--- src/sv/bpc_pkg.sv ---
`default_nettype none

package bpc_pkg;

    localparam int NUM_BUTTONS = 3;
    localparam int PTR_W       = (NUM_BUTTONS > 1) ? $clog2(NUM_BUTTONS) : 1;
    localparam int CNT_W       = 16;
    localparam int IDX_W       = 2;
    localparam int BTN_W       = 3;
    localparam int THR_W       = 2 * CNT_W + 1;

    localparam logic [CNT_W-1:0] CNT_MAX   = {CNT_W{1'b1}};
    localparam logic [CNT_W-1:0] HOLD_STEP = CNT_W'(3);

    localparam logic [CNT_W-1:0] SHORT_MS_RST  = CNT_W'(30);
    localparam logic [CNT_W-1:0] LONG_MS_RST   = CNT_W'(1000);
    localparam logic [CNT_W-1:0] REPEAT_MS_RST = CNT_W'(200);

    typedef enum logic [IDX_W-1:0] {
        REG_SHORT_MS  = 2'd0,
        REG_LONG_MS   = 2'd1,
        REG_REPEAT_MS = 2'd2
    } reg_index_t;

    typedef struct packed {
        logic [CNT_W-1:0] short_ms;
        logic [CNT_W-1:0] long_ms;
        logic [CNT_W-1:0] repeat_ms;
    } cfg_t;

    typedef struct packed {
        logic [CNT_W-1:0] hold_time;
        logic [CNT_W-1:0] repeat_count;
        logic             long_fired;
    } btn_state_t;

    typedef struct packed {
        logic short_press;
        logic long_press;
        logic repeat_press;
        logic long_latched;
    } events_t;

endpackage

`default_nettype wire

--- src/sv/button_press_classifier.sv ---
// button press classifier: short press, long press and autorepeat for
// three push buttons, one button examined per 1 ms tick in round-robin order
//
// input channel: in_valid/in_ready with buttons_pressed, one request per tick
// result channel: out_valid/out_ready with button_index, short_press,
//   long_press, repeat_press and long_latched, exactly one result per request
// config channel: cfg_valid/cfg_ready with cfg_index and cfg_data; index 0
//   short_ms, 1 long_ms, 2 repeat_ms; other indexes are dropped; cfg_ready
//   is always high; write only while no request is outstanding
//
// latency is one cycle: a request taken at one edge shows its result at
// the next. one request per cycle is sustained; the per-button update
// (one 16x17 multiply for the repeat threshold, adds and compares) sits
// between the state registers and the result register
//
// reset clears the scan pointer, all per-button counters and the result
// register and loads the default thresholds (30, 1000, 200 ms)
// when the receiver stalls the result register holds and in_ready drops,
// so in_ready follows out_ready while a result is waiting
`default_nettype none

module button_press_classifier (
    input  wire logic                         clk,
    input  wire logic                         rst_n,
    input  wire logic                         in_valid,
    output logic                              in_ready,
    input  wire logic [bpc_pkg::BTN_W-1:0]    buttons_pressed,
    output logic                              out_valid,
    input  wire logic                         out_ready,
    output logic [bpc_pkg::IDX_W-1:0]         button_index,
    output logic                              short_press,
    output logic                              long_press,
    output logic                              repeat_press,
    output logic                              long_latched,
    input  wire logic                         cfg_valid,
    output logic                              cfg_ready,
    input  wire logic [bpc_pkg::IDX_W-1:0]    cfg_index,
    input  wire logic [bpc_pkg::CNT_W-1:0]    cfg_data
);

    bpc_pkg::cfg_t       cfg;
    bpc_pkg::btn_state_t btn_reg [bpc_pkg::NUM_BUTTONS];
    bpc_pkg::btn_state_t cur;
    bpc_pkg::btn_state_t nxt;
    bpc_pkg::events_t    ev;
    bpc_pkg::events_t    ev_reg;

    logic [bpc_pkg::PTR_W-1:0] ptr_reg;
    logic [bpc_pkg::PTR_W-1:0] ptr_next;
    logic [bpc_pkg::IDX_W-1:0] index_reg;
    logic                      out_valid_reg;
    logic                      pressed;
    logic                      accept;

    bpc_cfg_regs u_cfg (
        .clk       (clk),
        .rst_n     (rst_n),
        .cfg_valid (cfg_valid),
        .cfg_ready (cfg_ready),
        .cfg_index (cfg_index),
        .cfg_data  (cfg_data),
        .cfg       (cfg)
    );

    assign in_ready = !out_valid_reg || out_ready;
    assign accept   = in_valid && in_ready;

    // pointer advances before use
    assign ptr_next = (ptr_reg == bpc_pkg::PTR_W'(bpc_pkg::NUM_BUTTONS - 1))
                      ? '0 : (ptr_reg + bpc_pkg::PTR_W'(1));
    assign cur      = btn_reg[ptr_next];
    assign pressed  = buttons_pressed[ptr_next];

    bpc_button_update u_update (
        .cfg     (cfg),
        .cur     (cur),
        .pressed (pressed),
        .nxt     (nxt),
        .ev      (ev)
    );

    always_ff @(posedge clk or negedge rst_n)
    begin
        if (!rst_n)
        begin
            ptr_reg       <= '0;
            out_valid_reg <= 1'b0;
            for (int i = 0; i < bpc_pkg::NUM_BUTTONS; i++)
            begin
                btn_reg[i] <= '0;
            end
        end
        else
        begin
            if (accept)
            begin
                ptr_reg          <= ptr_next;
                btn_reg[ptr_next] <= nxt;
                out_valid_reg    <= 1'b1;
            end
            else if (out_ready)
            begin
                out_valid_reg <= 1'b0;
            end
        end
    end

    always_ff @(posedge clk or negedge rst_n)
    begin
        if (!rst_n)
        begin
            ev_reg    <= '0;
            index_reg <= '0;
        end
        else if (accept)
        begin
            ev_reg    <= ev;
            index_reg <= bpc_pkg::IDX_W'(ptr_next);
        end
    end

    assign out_valid    = out_valid_reg;
    assign button_index = index_reg;
    assign short_press  = ev_reg.short_press;
    assign long_press   = ev_reg.long_press;
    assign repeat_press = ev_reg.repeat_press;
    assign long_latched = ev_reg.long_latched;

endmodule

`default_nettype wire

--- src/sv/bpc_cfg_regs.sv ---
`default_nettype none

module bpc_cfg_regs (
    input  wire logic                   clk,
    input  wire logic                   rst_n,
    input  wire logic                   cfg_valid,
    output logic                        cfg_ready,
    input  wire logic [bpc_pkg::IDX_W-1:0] cfg_index,
    input  wire logic [bpc_pkg::CNT_W-1:0] cfg_data,
    output bpc_pkg::cfg_t               cfg
);

    bpc_pkg::cfg_t cfg_reg;
    bpc_pkg::cfg_t cfg_next;

    assign cfg_ready = 1'b1;
    assign cfg       = cfg_reg;

    always_comb
    begin
        cfg_next = cfg_reg;
        if (cfg_valid)
        begin
            case (cfg_index)
                bpc_pkg::REG_SHORT_MS:  cfg_next.short_ms  = cfg_data;
                bpc_pkg::REG_LONG_MS:   cfg_next.long_ms   = cfg_data;
                bpc_pkg::REG_REPEAT_MS: cfg_next.repeat_ms = cfg_data;
                default:                cfg_next = cfg_reg;
            endcase
        end
    end

    always_ff @(posedge clk or negedge rst_n)
    begin
        if (!rst_n)
        begin
            cfg_reg.short_ms  <= bpc_pkg::SHORT_MS_RST;
            cfg_reg.long_ms   <= bpc_pkg::LONG_MS_RST;
            cfg_reg.repeat_ms <= bpc_pkg::REPEAT_MS_RST;
        end
        else
        begin
            cfg_reg <= cfg_next;
        end
    end

endmodule

`default_nettype wire

--- src/sv/bpc_button_update.sv ---
`default_nettype none

module bpc_button_update (
    input  wire bpc_pkg::cfg_t       cfg,
    input  wire bpc_pkg::btn_state_t cur,
    input  wire logic                pressed,
    output bpc_pkg::btn_state_t      nxt,
    output bpc_pkg::events_t         ev
);

    logic [bpc_pkg::CNT_W-1:0] hold_inc;
    logic [bpc_pkg::CNT_W:0]   count_p1;
    logic [bpc_pkg::THR_W-1:0] repeat_thr;
    logic                      repeat_hit;
    logic                      long_hit;
    logic                      short_hit;

    // saturating +3 ms
    assign hold_inc = (cur.hold_time > (bpc_pkg::CNT_MAX - bpc_pkg::HOLD_STEP))
                      ? bpc_pkg::CNT_MAX : (cur.hold_time + bpc_pkg::HOLD_STEP);

    assign count_p1   = {1'b0, cur.repeat_count} + (bpc_pkg::CNT_W+1)'(1);
    assign repeat_thr = bpc_pkg::THR_W'(cfg.repeat_ms * count_p1);
    assign repeat_hit = {(bpc_pkg::THR_W-bpc_pkg::CNT_W)'(0), hold_inc} > repeat_thr;
    assign long_hit   = (hold_inc > cfg.long_ms) && !cur.long_fired;
    assign short_hit  = (cur.hold_time > cfg.short_ms) && (cur.hold_time < cfg.long_ms);

    always_comb
    begin
        nxt = '0;
        ev  = '0;
        if (pressed)
        begin
            nxt.hold_time    = hold_inc;
            nxt.repeat_count = cur.repeat_count;
            nxt.long_fired   = cur.long_fired | long_hit;
            if (repeat_hit && (cur.repeat_count != bpc_pkg::CNT_MAX))
            begin
                nxt.repeat_count = cur.repeat_count + bpc_pkg::CNT_W'(1);
            end
            ev.repeat_press = repeat_hit;
            ev.long_press   = long_hit;
            ev.long_latched = cur.long_fired | long_hit;
        end
        else
        begin
            // release clears the counters
            ev.short_press = short_hit;
        end
    end

endmodule

`default_nettype wire
--- config.mk ---
export PLATFORM = sky130hd
export DESIGN_NAME = button_press_classifier
export DESIGN_NICKNAME = d
export VERILOG_FILES = /design/src/sv/bpc_pkg.sv /design/src/sv/button_press_classifier.sv /design/src/sv/bpc_cfg_regs.sv /design/src/sv/bpc_button_update.sv
export SDC_FILE = /design/constraint.sdc
export NUM_CORES = 1
export LEC_CHECK = 0
export ABC_AREA = 1
export BUFFER_PORTS_ARGS = -buffer_cell sky130_fd_sc_hd__buf_2
export CORE_MARGIN = 2
export CORE_UTILIZATION = 60
export DETAILED_ROUTE_END_ITERATION = 8
export PLACE_DENSITY = 0.77
export SKIP_CTS_REPAIR_TIMING = 1
export SLEW_MARGIN = 15
export SYNTH_ARGS = -nofsm -noshare
export SYNTH_HDL_FRONTEND = slang
export SYNTH_HIERARCHICAL = 1
export SYNTH_SLANG_ARGS = --single-unit
export TNS_END_PERCENT = 5
--- constraint.sdc ---
create_clock -name clk -period 9.34 [get_ports clk]
set_input_delay 1.868 -clock clk [delete_from_list [all_inputs] [get_ports clk]]
set_output_delay 1.868 -clock clk [all_outputs]
set_load 0.005 [all_outputs]
### Word level (Yosys, flattened, before mapping)

Index checks and enable logic that the tools add are counted.

* register bits: 154
* output and inout port bits: 9
* word-level logic and storage cells: 66

* add/sub/neg operators: 4
* multiply operators: 1
* magnitude comparators: 8
* equal/unequal tests: 4
* multiplexer cells: 16
* bitwise operators: 2
* reduce and logical (&&, ||, !) cells: 13

Operators by type and width (number)
* 2-to-1 mux 33 bit: 4
* bitwise mux 99 bit: 1
* binary-select mux 33 bit (select 2 bit): 1
* demux 33 bit (select 2 bit): 1
* > comparator 16 x 33 -> 1 bit: 1
* multiplier 16 x 17 -> 33 bit: 1
* > comparator 16 bit: 2
* 2-to-1 mux 16 bit: 2
* adder 16 x 1 -> 17 bit, second input constant: 1
* adder 16 x 1 -> 16 bit, second input constant: 1
* adder 16 x 2 -> 16 bit, second input constant: 1
* > comparator 16 bit, second input constant: 1
* less-than comparator 16 bit: 1
* inequality test 16 bit, second input constant: 1
* AND reduction 2 bit: 3
* logical AND 1 bit: 5
* == test 2 bit, second input constant: 2
* 2-to-1 mux 1 bit: 4
* >= comparator 3 bit, second input constant: 1
* less-than comparator 2 x 3 -> 1 bit, second input constant: 1
* less-than comparator 3 x 1 -> 1 bit, second input constant: 1
* 2-to-1 mux 3 bit: 1
* inverter 2 -> 3 bit: 1
* adder 2 x 1 -> 2 bit, second input constant: 1
* other kinds (8): 9

### Depth between registers and ports, before layout

Gate-level depths: netlist of the first run.

* word-level depth: 13
* gate-level depth with buffers: 54

### Cells and area by module

The synthesis of the first run kept the hierarchy.

By module, submodules not included
* bpc_button_update: times used 1, cells an instance 1793, area an instance 12278.0 sq um, seq. area each 0.0 sq um
* button_press_classifier: times used 1, cells an instance 620, area an instance 4981.0 sq um, seq. area each 2652.5 sq um
* bpc_cfg_regs: times used 1, cells an instance 216, area an instance 2072.0 sq um, seq. area each 1217.4 sq um

### Least setup slack after synthesis of the first run

Ideal clock, no wire load.

* kind: reg-to-reg
* from: reg, netlist name button_index[1]
* to: reg btn_reg[15] (netlist name)
* setup time: 66 ps
* arrival time: 8619 ps
* required time: 9274 ps
* setup slack: 655 ps
* stages on the path, launching flop included: 51
* buffers on the path: 4
* path through: dfrtp_1 > buf_2 > nor2_4 > buf_4 > buf_4 > nand2_1 > nand3_1 > ha_1 > nand4_1 > nor2_1 > nand2_1 > nor2_1 > nand2_1 > nor2_1 > nand3_1 > xor2_1 > clkinv_1 > nand2_1 > [15 not listed] > nand2_1 > xnor2_1 > ha_1 > and3_1 > nand3_1 > nor2_1 > nor2_1 > nand2_1 > nor2_1 > nand3_2 > nor2_8 > nand3_4 > buf_6 > nand2_1 > inv_2 > nor2_1 > nand4_1 > nand2_1

RTL lines
* end signal, assigned by index: RTL line button_press_classifier.sv:98 `btn_reg[ptr_next] <= nxt;`
* end, declared: RTL line button_press_classifier.sv:42 `bpc_pkg::btn_state_t btn_reg [bpc_pkg::NUM_BUTTONS];`

==> results of run 1 <==
power groups by stage:
stage / Sequential (mW) / Combinational [mW] / Clock [mW]
CTS: 0.840 / 1.58 / 0.667
floorplan: 0.797 / 1.14 / 0
finish: 0.845 / 1.74 / 0.668
global placement: 0.848 / 1.52 / 0
global route: 0.855 / 1.92 / 0.699
detailed placement: 0.851 / 1.56 / 0
cell type report:
type | count | area share [%]
Sequential cell | 154 | 18.82
Clock inverter | 11 | 0.4744
Tap cell | 402 | 2.445
Timing Repair Buffer | 77 | 2.895
Clock buffer | 21 | 2.238
Inverter | 464 | 8.551
Multi-Input combinational cell | 1906 | 64.58
layout by cell type, fill, tap and decap left out, drive strengths merged, types with 4 or more instances in the layout:
cell	synthesis	routed
nand2	888	888
inv	457	458
nor2	223	223
fa	208	208
ha	170	170
nand4	153	153
dfrtp	141	141
nand3	105	108
buf	74	74
a21oi	59	59
clkbuf	34	24
o21ai	17	17
xnor2	15	15
nor3	14	14
dfstp	13	13
xor2	11	11
clkinv	7	10
clkinvlp	0	6
a211oi	5	5
or2	5	5
and2	4	4
nand3b	4	4
critical path, delay by kind of cell, from the launching register on:
family          cells  cell delay (ns)
buf+inv             8             0.69
simple gates       26             3.58
compound gates      1             0.36
xor+xnor            1             0.13
flops               1             0.49
fa+ha+maj           8             3.72
metrics by stage:
step	hold slack [ns]	utilization, %
2_1_floorplan	0.4400	-
3_3_place_gp	0.4522	62.25
3_5_place_dp	0.4534	62.25
4_1_cts	0.4634	64.02
5_1_grt	0.4816	65.03
6_report	0.4613	65.03
Yosys cell counts, drive strengths merged (3+ instances only):
| master | n | area share, % |
|---|---|---|
| a211oi | 5 | 0.19 |
| a21oi | 59 | 1.5 |
| and2 | 4 | 0.13 |
| buf | 74 | 2.3 |
| clkbuf | 34 | 0.66 |
| clkinv | 7 | 0.14 |
| dfrtp | 141 | 18 |
| dfstp | 13 | 1.8 |
| fa | 208 | 22 |
| ha | 170 | 11 |
| inv | 457 | 8.9 |
| nand2 | 888 | 17 |
| nand3 | 105 | 3.1 |
| nand3b | 4 | 0.16 |
| nand4 | 153 | 5.0 |
| nor2 | 223 | 4.8 |
| nor3 | 14 | 0.41 |
| o21ai | 17 | 0.44 |
| o221ai | 3 | 0.14 |
| or2 | 5 | 0.17 |
| xnor2 | 15 | 0.68 |
| xor2 | 11 | 0.54 |
worst paths after layout:
check                                start       endpoint  depth (start not counted)
max                        button_index[1]     btn_reg[5]                         44
max reg2reg                button_index[1]     btn_reg[5]                         44
max in group asynchronous            rst_n    btn_reg[96]                          2
min reg2reg                  u_cfg/cfg[34]  u_cfg/cfg[34]                          2
min in group asynchronous            rst_n    btn_reg[13]                          1
min                          u_cfg/cfg[34]  u_cfg/cfg[34]                          2
cells by family (layout without fill, tap and decap cells):
logic type,after synthesis,after routing,share of synthesized area (%)
other,1,1,0.01940
AO/OA/AOI/OAI,95,95,2.777
buffers and inverters,572,573,11.99
adder cells (fa/ha/maj),378,378,32.54
flip-flops,154,154,20.02
XOR/XNOR,26,26,1.217
AND/OR/NAND/NOR,1403,1406,31.43
routing by layer:
metal / vias to the layer above / share of wire, %
li1: 8112 / -
met2: 961 / 45
met3: 174 / 9.8
met5: - / 0
met1: 8367 / 41
met4: 0 / 4.2
==> parameters.txt, run 1 <==
Parameter                              Value

Status
  Result of the run ... finished, final reports clean

Drt
  Routed WL per cell ... 18.53 um
  Number of search-and-repair iterations in the first detailed-routing pass ... 5
  DRC ... 0
  Via density ... between 5 and 6
  Post-route ant nets ... 0
  Detailed-route wire length ... around 56 mm
  First DRT Iteration DRCs ... around 1,700
  Routed via count ... 17,610

Power
  Total leakage power ... roughly 11 nW
  Total Power Consumption ... between 3 and 4 mW
  Fraction of power spent switching nets ... between 40 and 50%
  Power density relative to cell area ... approximately 160 mW/mm2
  Proportion of power drawn by flip-flops and latches ... 26.0%
  Clock network fraction of total power ... around a fifth
  Share of total power in combinational logic ... a little over half
  Switching power of the nets ... 1.554 mW
  Int Pwr ... ~1.7 mW
  Highest ir drop seen on vdd ... 0.1447 mV

Global routing
  Global routing usage summed across all routing layers ... between 30% and 40%
  Global-route wire length before repair ... between 90 and 100 mm
  Vias in the first global route ... between 15,000 and 20,000
  Fraction of met2 tracks used by global routing ... 53.86%
  Maximum number of pins on one net before global-route repair ... roughly 110
  Antenna violations before repair ... 0
  Met3 track demand over resource ... 6.716%
  Top Usage Layer GRT ... met2
  Total grt overflow ... 0
  Met1 track demand over resource ... 47.72%

Final layout
  Max reg flops ... slightly below 100
  Filler cell count ... approximately 2,700
  Area of all placed cells without fillers ... 0.02057 mm2
  Multi-input logic area ... roughly 0.013 mm2
  Fraction of layout cells with a size suffix above 1 ... between 8 and 9%
  Final cell count without fillers ... between 3,000 and 4,000
  Total area of sequential cells ... about 0.0039 mm2
  # diodes ... 0
  Number of nets in the finished design ... around 3,000
  Synthesis-to-finish area growth ... 6.421%

Critical path
  Biggest fanout along the worst timing path ... 8
  Critical path startpoint category ... flop
  Biggest cell delay along the critical path ... about 0.56 ns
  Internal reg-to-reg setup slack ... 0.29 ns
  Worst setup path class ... flop to flop
  Crit end category ... flop
  Cell at the slowest stage of the critical path ... sky130_fd_sc_hd__fa_1
  CP most frequent cell ... sky130_fd_sc_hd__nand2_1
  WP data required ... 9.69 ns
  Worst EP arrival ... approximately 9.4 ns

Logic synthesis
  Synthesized flop and latch total ... ~150
  Net count after synthesis ... just over 3,000
  Avg Cell Area, Syn ... between 7 and 8 um2
  Number of instances in the synthesized netlist ... around 2,600
  Count of cell types in the netlist ... between 50 and 60
  Proportion of synthesized chip area in sequential cells ... ~20%
  Ys flop type ... sky130_fd_sc_hd__dfrtp_1
  Async set or reset register ratio after synthesis ... 100.0%
  Cell Area, Synth ... between 0.015 and 0.02 mm2
  Count of yosys warnings during synthesis ... 6
  Count of flip-flops with a built-in enable after synthesis ... 0

Placement
  Routability cong. ... roughly 0.95
  Number of cells after detailed placement ... 2,986
  Setup slack after placement ... 0.2477 ns
  PortBufs ... 33
  Half-perimeter wire length after detailed placement ... approximately 42 mm
  Placed inst area ... 0.01970 mm2

Timing
  Headroom to the max-slew limit ... between 20% and 30%
  Count of pins over their slew limit ... 0
  Total Negative Setup Slacks ... 0 ns
  Worst setup slack after layout ... roughly 0.3 ns
  Setup-failing EPs final ... 0
  Final Hold Vio Count ... 0
  Time the worst path needs with I/O delays and setup ... approximately 9.0 ns
  Pin slew with the least headroom to its limit ... 1.148 ns
  Final cycle utilization of the critical path ... a little over nine tenths
  Highest attainable clock frequency ... about 0.11 GHz
  Fin Clk Skew ... roughly 0.0094 ns

CTS
  Clock slew at reported path FFs ... roughly 0.06 ns
  Skew-Pair Late Insertion Delay ... about 0.43 ns
  CTS buffer count ... 17
  Clock tree from TritonCTS ... yes
  TritonCTS sink count ... between 150 and 200
  Root cell of the clock tree ... sky130_fd_sc_hd__clkbuf_16
  Buffer depth of the longest clock path ... 2
  Total number of H-tree levels ... 4

Floorplan
  Core outline area ... roughly 0.032 mm2
  Die Span X ... between 150 and 200 um
  Total die area ... 0.03367 mm2
  Starting Density ... a little over 60%
  # IOs ... 35
  Site Rows ... 65
  Die outline height ... ~180 um

Min path
  Class of the tightest hold or removal check ... flop to flop

Run
  Number of maximum-capacitance constraint violations ... 0
Note: power is estimated with default switching activity, not from simulation.
==> inputs of run 2 (changes only) <==
CORE_MARGIN = unset   (was 2)
==> run 2 against run 1 <==
  * First-iteration DRC count increased by 3.3%
  * Sequential share of layout area shrank 0.11 points
  * Routed wire length shrank 1.6%
  * Clock skew is 0.0046 ns higher
  * Combinational power is 6% higher
  * Cell count up 0.30%
  * Critical endpoint is now btn_reg[67]
==> parameters.txt, run 2 (same netlist as run 1, synthesis figures left out) <==
Parameter                              Value

Drt
  Via density ... 5.761 (-0.73%)
  First DRT Iteration DRCs ... 1,799 (+3.3%)
  Post-route ant nets ... 0 (unchanged)
  DRC ... 0 (unchanged)
  Routed via count ... 17,540 (-0.43%)
  Detailed-route wire length ... 55.33 mm (-1.6%)
  Number of search-and-repair iterations in the first detailed-routing pass ... 8 (+3)
  Routed WL per cell ... 18.18 um (-1.9%)

CTS
  Total number of H-tree levels ... 4 (unchanged)
  Clock slew at reported path FFs ... 0.07 ns (about the same)
  Root cell of the clock tree ... sky130_fd_sc_hd__clkbuf_16
  Skew-Pair Late Insertion Delay ... 0.43 ns (about the same)
  CTS buffer count ... 17 (unchanged)
  Clock tree from TritonCTS ... yes
  TritonCTS sink count ... 154 (unchanged)
  Buffer depth of the longest clock path ... 2 (unchanged)

Final layout
  # diodes ... 0 (unchanged)
  Number of nets in the finished design ... 3,033 (+0.30%)
  Final cell count without fillers ... 3,044 (+0.30%)
  Commonest non-fill, non-tap cells in the layout ... sky130_fd_sc_hd__nand2_1 (867), sky130_fd_sc_hd__inv_1 (440), sky130_fd_sc_hd__fa_1 (207)
  Finished Core Util ... 65.42% (+0.40 points)
  Fraction of layout cells with a size suffix above 1 ... 9.046% (+0.54 points)
  Leading cell type in the layout, fill and taps excluded ... sky130_fd_sc_hd__nand2_1
  Synthesis-to-finish area growth ... 7.068%
  Max reg flops ... 99 (unchanged)
  Filler cell count ... 2,664 (-2.0%)

Floorplan
  Core outline area ... 0.03164 mm2 (unchanged)
  # IOs ... 35 (unchanged)
  Total die area ... 0.03294 mm2 (-2.2%)
  Die Span X ... 181.5 um (-1.1%)
  Die outline height ... 181.5 um (-1.1%)
  Site Rows ... 65 (unchanged)
  Starting Density ... 61.10% (unchanged)

Critical path
  CP most frequent cell ... sky130_fd_sc_hd__nand2_1
  Startpoint of the most critical register-to-register path ... button_index[1]
  Cell at the slowest stage of the critical path ... sky130_fd_sc_hd__fa_1
  Worst EP arrival ... 9.32 ns (-0.08 ns)
  Critical path startpoint category ... flop
  End of the worst register-to-register path ... btn_reg[67]
  Biggest fanout along the worst timing path ... 10 (+2)
  Biggest cell delay along the critical path ... 0.55 ns (about the same)
  WP data required ... 9.70 ns (about the same)
  Crit end category ... flop
  Internal reg-to-reg setup slack ... 0.38 ns (+0.09 ns)
  Worst setup path class ... flop to flop
  R2R cell count ... 47 (+6.8%)

Timing
  Total Negative Setup Slacks ... 0 ns (unchanged)
  Pin slew with the least headroom to its limit ... 1.073 ns (-0.07456 ns)
  Headroom to the max-slew limit ... 28.44% (+5.0 points)
  Setup-failing EPs final ... 0 (unchanged)
  Final cycle utilization of the critical path ... 95.89% (-0.96 points)
  Final Hold Vio Count ... 0 (unchanged)
  Time the worst path needs with I/O delays and setup ... 8.956 ns (-0.08977 ns)
  Count of pins over their slew limit ... 0 (unchanged)
  Fin Clk Skew ... 0.01401 ns (+0.004621 ns)
  Highest attainable clock frequency ... 0.1117 GHz (+1.0%)

Placement
  Half-perimeter wire length after detailed placement ... 42.06 mm (-0.43%)
  Number of cells after detailed placement ... 2,993 (+0.23%)
  PortBufs ... 33 (unchanged)
  Routability cong. ... 0.9868 (+3.4%)

Global routing
  Maximum number of pins on one net before global-route repair ... 106 (unchanged)
  Global-route wire length before repair ... 89.66 mm (-0.62%)
  Top Usage Layer GRT ... met2
  Met1 track demand over resource ... 48.94% (+1.2 points)
  Vias in the first global route ... 17,240 (-0.93%)
  Antenna violations before repair ... 1 (+1)
  Fraction of met2 tracks used by global routing ... 53.43% (-0.43 points)
  Met3 track demand over resource ... 6.137% (-0.58 points)
  Global routing usage summed across all routing layers ... 34.57% (+0.28 points)
  Total grt overflow ... 0 (unchanged)

Min path
  Worst min-delay path endpoint ... u_cfg/cfg[35]
  Hold path cells ... 2 (unchanged)
  Hold Crit Start ... u_cfg/cfg[35]
  Class of the tightest hold or removal check ... flop to flop

Power
  Total leakage power ... 11.46 nW (+0.58%)
  Total Power Consumption ... 3.378 mW (+3.9%)
  Highest ir drop seen on vdd ... 0.1564 mV (+8.1%)
  Power density relative to cell area ... 163.2 mW/mm2 (+3.2%)

Status
  Result of the run ... finished, final reports clean

Run
  Number of maximum-capacitance constraint violations ... 0 (unchanged)
run 2: report_power, final:
group | switching (mW) | total [mW] | internal [mW]
registers | 0.0973 | 0.846 | 0.749
logic | 1.21 | 1.85 | 0.637
clock network | 0.286 | 0.686 | 0.401
total | 1.59 | 3.38 | 1.79
run 2: layout make-up:
type / count / area [um2] / area share, %
multi-input combinational: 1907 / 13370 / 64.62
sequential: 154 / 3871 / 18.70
inverter: 464 / 1755 / 8.481
timing repair buffer: 85 / 620.6 / 2.998
tap: 402 / 503.0 / 2.430
clock buffer: 21 / 450.4 / 2.176
clock inverter: 11 / 122.6 / 0.5924
run 2: how the worst max path moves through the flow:
stage	to	slack [ns]	start	cells after the start
after global placement	btn_reg[79]	0.37	button_index[1]	38
final	btn_reg[67]	0.38	button_index[1]	47
after detailed placement	btn_reg[44]	0.18	button_index[1]	39
after CTS	btn_reg[46]	0.07	button_index[1]	39
after floorplan	btn_reg[15]	0.65	button_index[1]	50
after global routing	btn_reg[67]	-0.04	button_index[0]	46
run 2: per-stage QoR:
stage	setup WS [ns]	area (um2)	hold slack [ns]
final	0.3836	20700	0.4632
after global routing	-0.03712	20700	0.4882
after detailed placement	0.1790	19720	0.4554
after CTS	0.06811	20300	0.4645
after floorplan	0.6545	19330	0.4400
after global placement	0.3702	19720	0.4528
run 2: layer usage:
| layer | wire (um) | vias to the layer above |
|---|---|---|
| met5 | 12 | - |
| met3 | 5586 | 161 |
| met4 | 2303 | 2 |
| li1 | - | 8120 |
| met1 | 22980 | 8349 |
| met2 | 24450 | 906 |
run 2: worst max-delay path, delay by kind of cell (launching register included):
kind | cells | cell delay, ns
simple gates | 28 | 3.48
fa+ha+maj | 7 | 3.46
buf+inv | 11 | 1.23
flops | 1 | 0.50
compound gates | 1 | 0.19
